File: config.mk
export PLATFORM = sky130hd
export DESIGN_NAME = iwcu_rng
export DESIGN_NICKNAME = d
export VERILOG_FILES = /design/src/sv/assert_macros.svh /design/src/sv/iwcu_pkg.sv /design/src/sv/iwcu_rng.sv
export SDC_FILE = /design/constraint.sdc
export NUM_CORES = 1
export LEC_CHECK = 0
export BUFFER_PORTS_ARGS = -buffer_cell sky130_fd_sc_hd__buf_2
export CORE_ASPECT_RATIO = 0.6
export CORE_MARGIN = 4
export CORE_UTILIZATION = 35
export DETAILED_ROUTE_END_ITERATION = 10
export PLACE_DENSITY = 0.61
export SLEW_MARGIN = 20
export SYNTH_ARGS = -nofsm -noshare
export SYNTH_HDL_FRONTEND = slang
export SYNTH_SLANG_ARGS = --single-unit
File: constraint.sdc
create_clock -name clk_i -period 4.55 [get_ports clk_i]
set_input_delay 0 -clock clk_i [delete_from_list [all_inputs] [get_ports clk_i]]
set_output_delay 0 -clock clk_i [all_outputs]
set_load 0.05 [all_outputs]
File: src/sv/assert_macros.svh
// Assertion helpers for the RTL.
`ifndef ASSERT_MACROS_SVH
`define ASSERT_MACROS_SVH
`ifndef NO_ASSERTIONS
`define ASSERT_IMPL(label, ante, cons) \
  label: assert property (@(posedge clk_i) disable iff (!rst_ni) (ante) |-> (cons)) \
    else $error("assertion failed");
`define ASSERT_NEXT(label, ante, cons) \
  label: assert property (@(posedge clk_i) disable iff (!rst_ni) (ante) |=> (cons)) \
    else $error("assertion failed");
`else
`define ASSERT_IMPL(label, ante, cons)
`define ASSERT_NEXT(label, ante, cons)
`endif
`endif

File: src/sv/iwcu_pkg.sv
package iwcu_pkg;
  localparam int unsigned Side = 64;
  localparam int unsigned CfgIdxW = 1;
  localparam logic [CfgIdxW-1:0] RegBondThreshold = 1'd0;
  localparam logic [CfgIdxW-1:0] RegRngSeed = 1'd1;
  localparam int unsigned ThrW = 17;

  typedef enum logic [11:0] {
    StIdle  = 12'b000000000001,
    StSeedR = 12'b000000000010,
    StSeedW = 12'b000000000100,
    StPop   = 12'b000000001000,
    StNbRd  = 12'b000000010000,
    StNbChk = 12'b000000100000,
    StClear = 12'b000001000000,
    StSumRd = 12'b000010000000,
    StSumAc = 12'b000100000000,
    StOut   = 12'b001000000000,
    StWait  = 12'b010000000000,
    StInit  = 12'b100000000000
  } state_e;

  function automatic logic [31:0] xorshift32(logic [31:0] x);
    logic [31:0] a, b;
    a = x ^ (x << 13);
    b = a ^ (a >> 17);
    return b ^ (b << 5);
  endfunction
endpackage

File: src/sv/iwcu_rng.sv
module iwcu_rng import iwcu_pkg::*; (
  input  logic        clk_i,
  input  logic        rst_ni,
  input  logic        load_i,
  input  logic [31:0] seed_i,
  input  logic        step_i,
  output logic [15:0] draw_o
);
  logic [31:0] state_q, state_d, nxt;
  assign nxt = xorshift32(state_q);
  assign draw_o = nxt[31:16];
  always_comb begin
    state_d = state_q;
    if (load_i) begin
      state_d = (seed_i == 32'd0) ? 32'd1 : seed_i;
    end else if (step_i) begin
      state_d = nxt;
    end
  end
  always_ff @(posedge clk_i or negedge rst_ni) begin
    if (!rst_ni) begin
      state_q <= 32'd1;
    end else begin
      state_q <= state_d;
    end
  end
endmodule

[Yosys cells after proc, flatten, opt, wreduce, memory -nomap -nowiden]
Cells that the tools add are included.
Storage, ports and cells
  memories: 0
  register bits after elaboration: 32
  output and inout port bits: 16
  bits in latches: 0
  memory bits (writable): 0
  ROM bits: 0
  input port bits: 36
Cells by class
  shift-type cells: 0
  add/subtract/negate cells: 0
  magnitude comparators: 0
  multipliers: 0
  muxes and demuxes: 3
  divide/modulo/power cells: 0
  reductions and logical operators: 2
  eq/ne operators: 0
  bitwise operators: 3
Operator list (count)
  $mux 32: 3
  $xor 32x32->32: 2
  $logic_not 32->1: 1
  $xor 32x15->32: 1
  $reduce_bool 2->1: 1

[Longest topological paths before layout]
Gate-level depths: netlist of the first run.
  depth after elaboration: 5
  mapped depth: 5
  gate-level depth less buffers: 4

[Least setup slack after synthesis of the first run]
OpenSTA, ideal clock, no wires.
  path kind: reg2reg
  start point: register state_q[5]
  end point: register state_q[23]
  arrival time: 1.879 ns
  path slack: 2.587 ns
  clock period less this slack: 1.963 ns
  data required time: 4.466 ns
  stages on the path, launching flop included: 5
  path through: dfrtp_1 -> xnor2_1 -> xor2_1 -> mux2i_1 -> o21ai_0
On the way
  word-level cells in the longest chain between the ends: 5
Ends and longest elaborated chain
  start, declared: RTL line iwcu_rng.sv:9  | logic [31:0] state_q, state_d, nxt;
  start signal, assigned: RTL line iwcu_rng.sv:24  | state_q <= state_d;
  $xor 32x32->32: RTL line iwcu_pkg.sv:25  | a = x ^ (x << 13);
  $xor 32x15->32: RTL line iwcu_pkg.sv:26  | b = a ^ (a >> 17);
  $xor 32x32->32: RTL line iwcu_pkg.sv:27  | return b ^ (b << 5);
  named net draw_o[7]: RTL line iwcu_rng.sv:7  | output logic [15:0] draw_o
  $mux 32: RTL line iwcu_rng.sv:16  | end else if (step_i) begin
  $mux 32: RTL line iwcu_rng.sv:14  | if (load_i) begin
The timed path passes the listed nets, and every way through them passes these cells. The select of a mux whose other input is x is not followed.
A chain may end at the register's enable or synchronous reset.

[Worst setup path in the final report of the first run]
  start point: register state_q[14]
  end point: register state_q[10]
On the way
  word-level cells in the longest chain between the ends: 5
Ends and longest elaborated chain (RTL line)
  $xor 32x32->32: iwcu_pkg.sv:25
  $xor 32x15->32: iwcu_pkg.sv:26
  $xor 32x32->32: iwcu_pkg.sv:27
  $mux 32: iwcu_rng.sv:16
  $mux 32: iwcu_rng.sv:14
Every way passes these cells. The select of a mux whose other input is x is not followed.

==> impl_metrics.ini, run 1 <==
[cts]
clock_latency_ps = 300
cts_tree = yes
htreeDepth = 2
clock_path_buffers = 2
ctsHoldBuffers = 28
ctsRootBufferMaster = clkbuf_8
cts-resized-gates = 0
path_clk_slew_ps = 80
clock_sinks = 32
post_cts_buffers = 0
numCtsBuffers = 5

[routing]
routedWlPerCell_um = 17.9
vias = 1924
met1Wirelength_um = 3350
wl_met3_um = 279
vias_per_cell = 5.09
drc = 0
detail-route-antenna-nets = 0
highest_layer = met4
dr.pass1.iters = 4
drt_iter0_markers = 123
wl_met2_um = 2930
drt-total-wl_um = 6750

[global_route]
grt_pass1_wl_um = 10700
grt_max_degree = 44
grt_pass1_vias = 1908
antenna_found_initial = 0
overflow = 0
grtUsageTotal_pct = 18.0

[critical_path]
critPathRequiredTime_ps = 4780
r2r_slack_ps = 2550
crit_type = flop to flop
critPathMaxFanout = 4
reg2reg_depth = 4
end_kind = flop
arrival_ps = 2220
crit_path_start_kind = flop

[logic_synthesis]
yosys_most_used_dff = dfrtp_1
synth_area_per_cell_um2 = 10.3
synth-edff-count = 0
synth_area_leaders = dfrtp_1, xnor3_1, xnor2_1, mux2i_1, o21ai_0
synth_cell_type_count = 22
synth_nets = 254
yosys_warnings = 0
yosysSeqAreaShare_pct = 35.7
yosysTopAreaCell = dfrtp_1
syn_inst = 218
synth_area_um2 = 2250
async_flop_share_pct = 100
yosysTopAreaCellShare_pct = 34.5
ys_ff_latch = 32

[placed_design]
dp_hpwl_um = 4830
routabilityCongestion = 0.796
io_buffers = 51

[final_layout]
nNetsFinal = 329
top_register = state_q
diodes = 0
fillers = 569
drive_above_1_share_pct = 22.8
final_cell_mix = buf_2, o21ai_0, dfrtp_1, dlygate4sd3_1, xnor2_1
final_common_cell = buf_2
reg_top3 = state_q x32
synthToLayoutAreaGrowth_pct = 31.6
largest_reg_flops = 32

[timing]
fin_crit_sh_pct = 43.8
timing.final.hold_violations = 0
slew_violations = 0
finalSetupViolCount = 0
worst_pin_slew_ps = 754
slew_headroom_pct = 49.8
setup_tns_ps = 0
min_period_ps = 2000
rsz0062_at_grt = no
max_freq_ghz = 0.501
fin_skew_ps = 7.84

[status]
outcome = completed

[floorplan]
die-area_um2 = 7810
die_height_um = 70.1
ios = 52
die_width_um = 111
core_area_um2 = 6170
rows = 22
initial_core_util_pct = 36.4

[hold_path]
hold_depth = 3
hp-class = input port to flop

[job]
cap_violations = 0
-- worst max-delay path, stage by stage, from the launching register on --
cell	delay [ps]
dfrtp_1	450
xnor2_1	550
xnor3_1	460
or3_1	310
a31oi_1	160
-- logic make-up after synthesis --
family | Yosys count | share of synthesized area, %
AOI/OAI and AO/OA | 43 | 10.4
xor gates and xnor gates | 54 | 32.1
buffers and inverters | 14 | 2.39
DFF | 32 | 35.7
muxes | 16 | 7.13
and+or+nand+nor | 59 | 12.2
-- final cells by class --
cell class                 instances  area (um2)  area share, %
multi-input combinational        172        1390           47.1
sequential                        32         802           27.1
timing repair buffer              79         536           18.1
tap                               84         105           3.55
clock buffer                       5        68.8           2.33
clock inverter                     3        42.5           1.44
inverter                           3        11.3          0.381
-- cells in the mapped netlist, types with 3 or more instances --
| master | n |
|---|---|
| inv_1 | 3 |
| clkbuf_1 | 10 |
| nor4_1 | 8 |
| nor2_1 | 15 |
| dfrtp_1 | 31 |
| o21ai_0 | 31 |
| xnor2_1 | 23 |
| xor2_2 | 3 |
| xor3_1 | 3 |
| nand4_1 | 3 |
| nand2_1 | 22 |
| xnor3_1 | 11 |
| xnor2_2 | 4 |
| or3_1 | 10 |
| mux2i_1 | 16 |
| xor2_1 | 10 |
| a31oi_1 | 10 |
-- metrics by stage --
stage          area [um2]  hold WS (ps)  std cells  util, %  worst slack, ps
2_1_floorplan        2250          -296        218        -             2590
3_3_place_gp         2560           119        342     41.6             2620
3_5_place_dp         2560           118        342     41.6             2620
4_1_cts              2960          2.90        378     48.0             2620
5_1_grt              2960          25.3        378     48.0             2510
6_report             2960          5.07        378     48.0             2550
-- worst paths after layout --
check,start,end
worst max-delay path,state_q[14],state_q[10]
min in group asynchronous,rst_ni,state_q[26]
max in group asynchronous,rst_ni,state_q[29]
worst min register to register,state_q[27],state_q[27]
worst min-delay path,seed_i[22],state_q[22]
worst max register to register,state_q[14],state_q[10]
-- metal layers --
layer	vias to the layer above	track usage [%]
met5	-	0
met4	0	8.23
met3	18	4.07
met2	54	25.5
met1	942	25.9
li1	910	-
Power of run 1 is left out: the tool's default activity adds up to more than one toggle a clock period on the data nets, which glitch-free logic cannot reach.
==> run 2, diff against run 1 <==
--- a/config.mk
+++ b/config.mk
@@ -10,7 +10,7 @@
 export CORE_MARGIN = 4
 export CORE_UTILIZATION = 35
 export DETAILED_ROUTE_END_ITERATION = 10
-export PLACE_DENSITY = 0.61
+export PLACE_DENSITY = 0.63
 export SLEW_MARGIN = 20
 export SYNTH_ARGS = -nofsm -noshare
 export SYNTH_HDL_FRONTEND = slang
==> constraint.sdc (replaced) <==
create_clock -name clk_i -period 1.7 [get_ports clk_i]
set_input_delay 0 -clock clk_i [delete_from_list [all_inputs] [get_ports clk_i]]
set_output_delay 0 -clock clk_i [all_outputs]
set_load 0.05 [all_outputs]
==> impl_metrics.ini, run 2 (synthesis gave the netlist of run 1 again) <==
[timing]
fin_crit_sh_pct = 98.7
finalSetupViolCount = 0
slew_violations = 0
slew_headroom_pct = 48.1
rsz0062_at_grt = yes
fin_skew_ps = 7.01
worst_pin_slew_ps = 779
max_freq_ghz = 0.596
whs_ps = 4.00
timing.final.hold_violations = 0
min_period_ps = 1680

[global_route]
antenna_found_initial = 0
grt_pass1_wl_um = 10800
grtUsageTotal_pct = 18.2
grt_pass1_vias = 1962
overflow = 0
grt_max_degree = 43

[cts]
ctsRootBufferMaster = clkbuf_8
numCtsBuffers = 5
cts_tree = yes
clock_sinks = 32
path_clk_slew_ps = 70
clock_path_buffers = 2
clock_latency_ps = 290
htreeDepth = 2

[status]
outcome = completed

[critical_path]
crit_path_start_kind = flop
end_kind = flop
critPathRequiredTime_ps = 1910
crit_type = flop to flop
critPathMaxFanout = 3
arrival_ps = 1890
reg2reg_depth = 4

[placed_design]
placed_cells = 369
routabilityCongestion = 0.843
place_area_um2 = 2840
io_buffers = 51
dp_hpwl_um = 5100

[final_layout]
reg_top3 = state_q x32
drive_above_1_share_pct = 37.6
top_register = state_q
final_cell_mix = buf_2, buf_4, o21ai_0, dfrtp_1, dlygate4sd3_1
diodes = 0
fillers = 559
utilization_pct = 53.8
synthToLayoutAreaGrowth_pct = 47.7
nNetsFinal = 357
design_area_um2 = 3320
layout.cells.non_filler = 406
final_common_cell = buf_2
largest_reg_flops = 32

[routing]
routedWlPerCell_um = 17.5
dr.pass1.iters = 4
drc = 0
drt_iter0_markers = 103
vias = 2016
detail-route-antenna-nets = 0
vias_per_cell = 4.97
drt-total-wl_um = 7120

[floorplan]
core_area_um2 = 6170
rows = 22
initial_core_util_pct = 36.4
die-area_um2 = 7810
die_width_um = 111
ios = 52
die_height_um = 70.1

[job]
cap_violations = 0

[hold_path]
hp-class = input port to flop
hold_depth = 3
==> run 2: cell count changes in the layout (fill, tap and decap cells not counted), moves of 3 or more <==
cell,change
dfrtp_2,+5
xor2_2,+4
xnor2_1,-12
xnor2_2,+10
buf_4,+32
xor2_1,-4
dlygate4sd3_1,-3
buf_2,-6
dfrtp_1,-5
clkbuf_4,+3
==> run 2: final cells by class <==
cell class / instances / area, um2 / area share [%]
flip-flops and latches: 32 / 808 / 24.3
inverters: 3 / 11.3 / 0.339
well taps: 84 / 105 / 3.17
repair buffers: 107 / 761 / 22.9
clock buffers: 8 / 90.1 / 2.71
multi-input cells: 172 / 1540 / 46.5
==> run 2: final timing paths <==
path	start	endpoint	slack (ps)
max	state_q[0]	state_q[5]	20
min	seed_i[10]	state_q[10]	4
max reg2reg	state_q[0]	state_q[5]	20
min reg2reg	state_q[29]	state_q[29]	610
max in group asynchronous	rst_ni	state_q[9]	840
min in group asynchronous	rst_ni	state_q[21]	330
==> run 2: timing repair <==
| item | in CTS | in global routing |
|---|---|---|
| endpoints found under the setup margin | 7 | 19 |
| setup buffers | 1 | 3 |
| hold endpoints to repair | 55 | 0 |
| pin swaps | 3 | 14 |
| gates resized for setup | 3 | 22 |
| hold buffers | 25 | 0 |
==> run 2: layer usage <==
layer | track usage, % | routed length (um) | up-vias | part of all wire, %
met4 | 6.07 | 138 | 0 | 1.9
met5 | 0 | 0 | - | 0
met3 | 4.85 | 495 | 15 | 7.0
met1 | 26.6 | 3390 | 963 | 48
li1 | - | - | 967 | -
met2 | 26.0 | 3100 | 71 | 43
==> run 2: per-stage QoR <==
step           worst slack (ps)  setup TNS (ps)
5_1_grt                   -38.8           -70.3
3_5_place_dp               19.8               0
6_report                   21.7               0
3_3_place_gp               34.5               0
4_1_cts                    1.32               0
2_1_floorplan              -229            -978
==> run 2: critical path, stage by stage (launching register included) <==
cell	delay (ps)
dfstp_2	590
buf_4	140
xnor3_1	380
or3_1	310
a31oi_1	170
Power of run 2 is left out for the same reason.
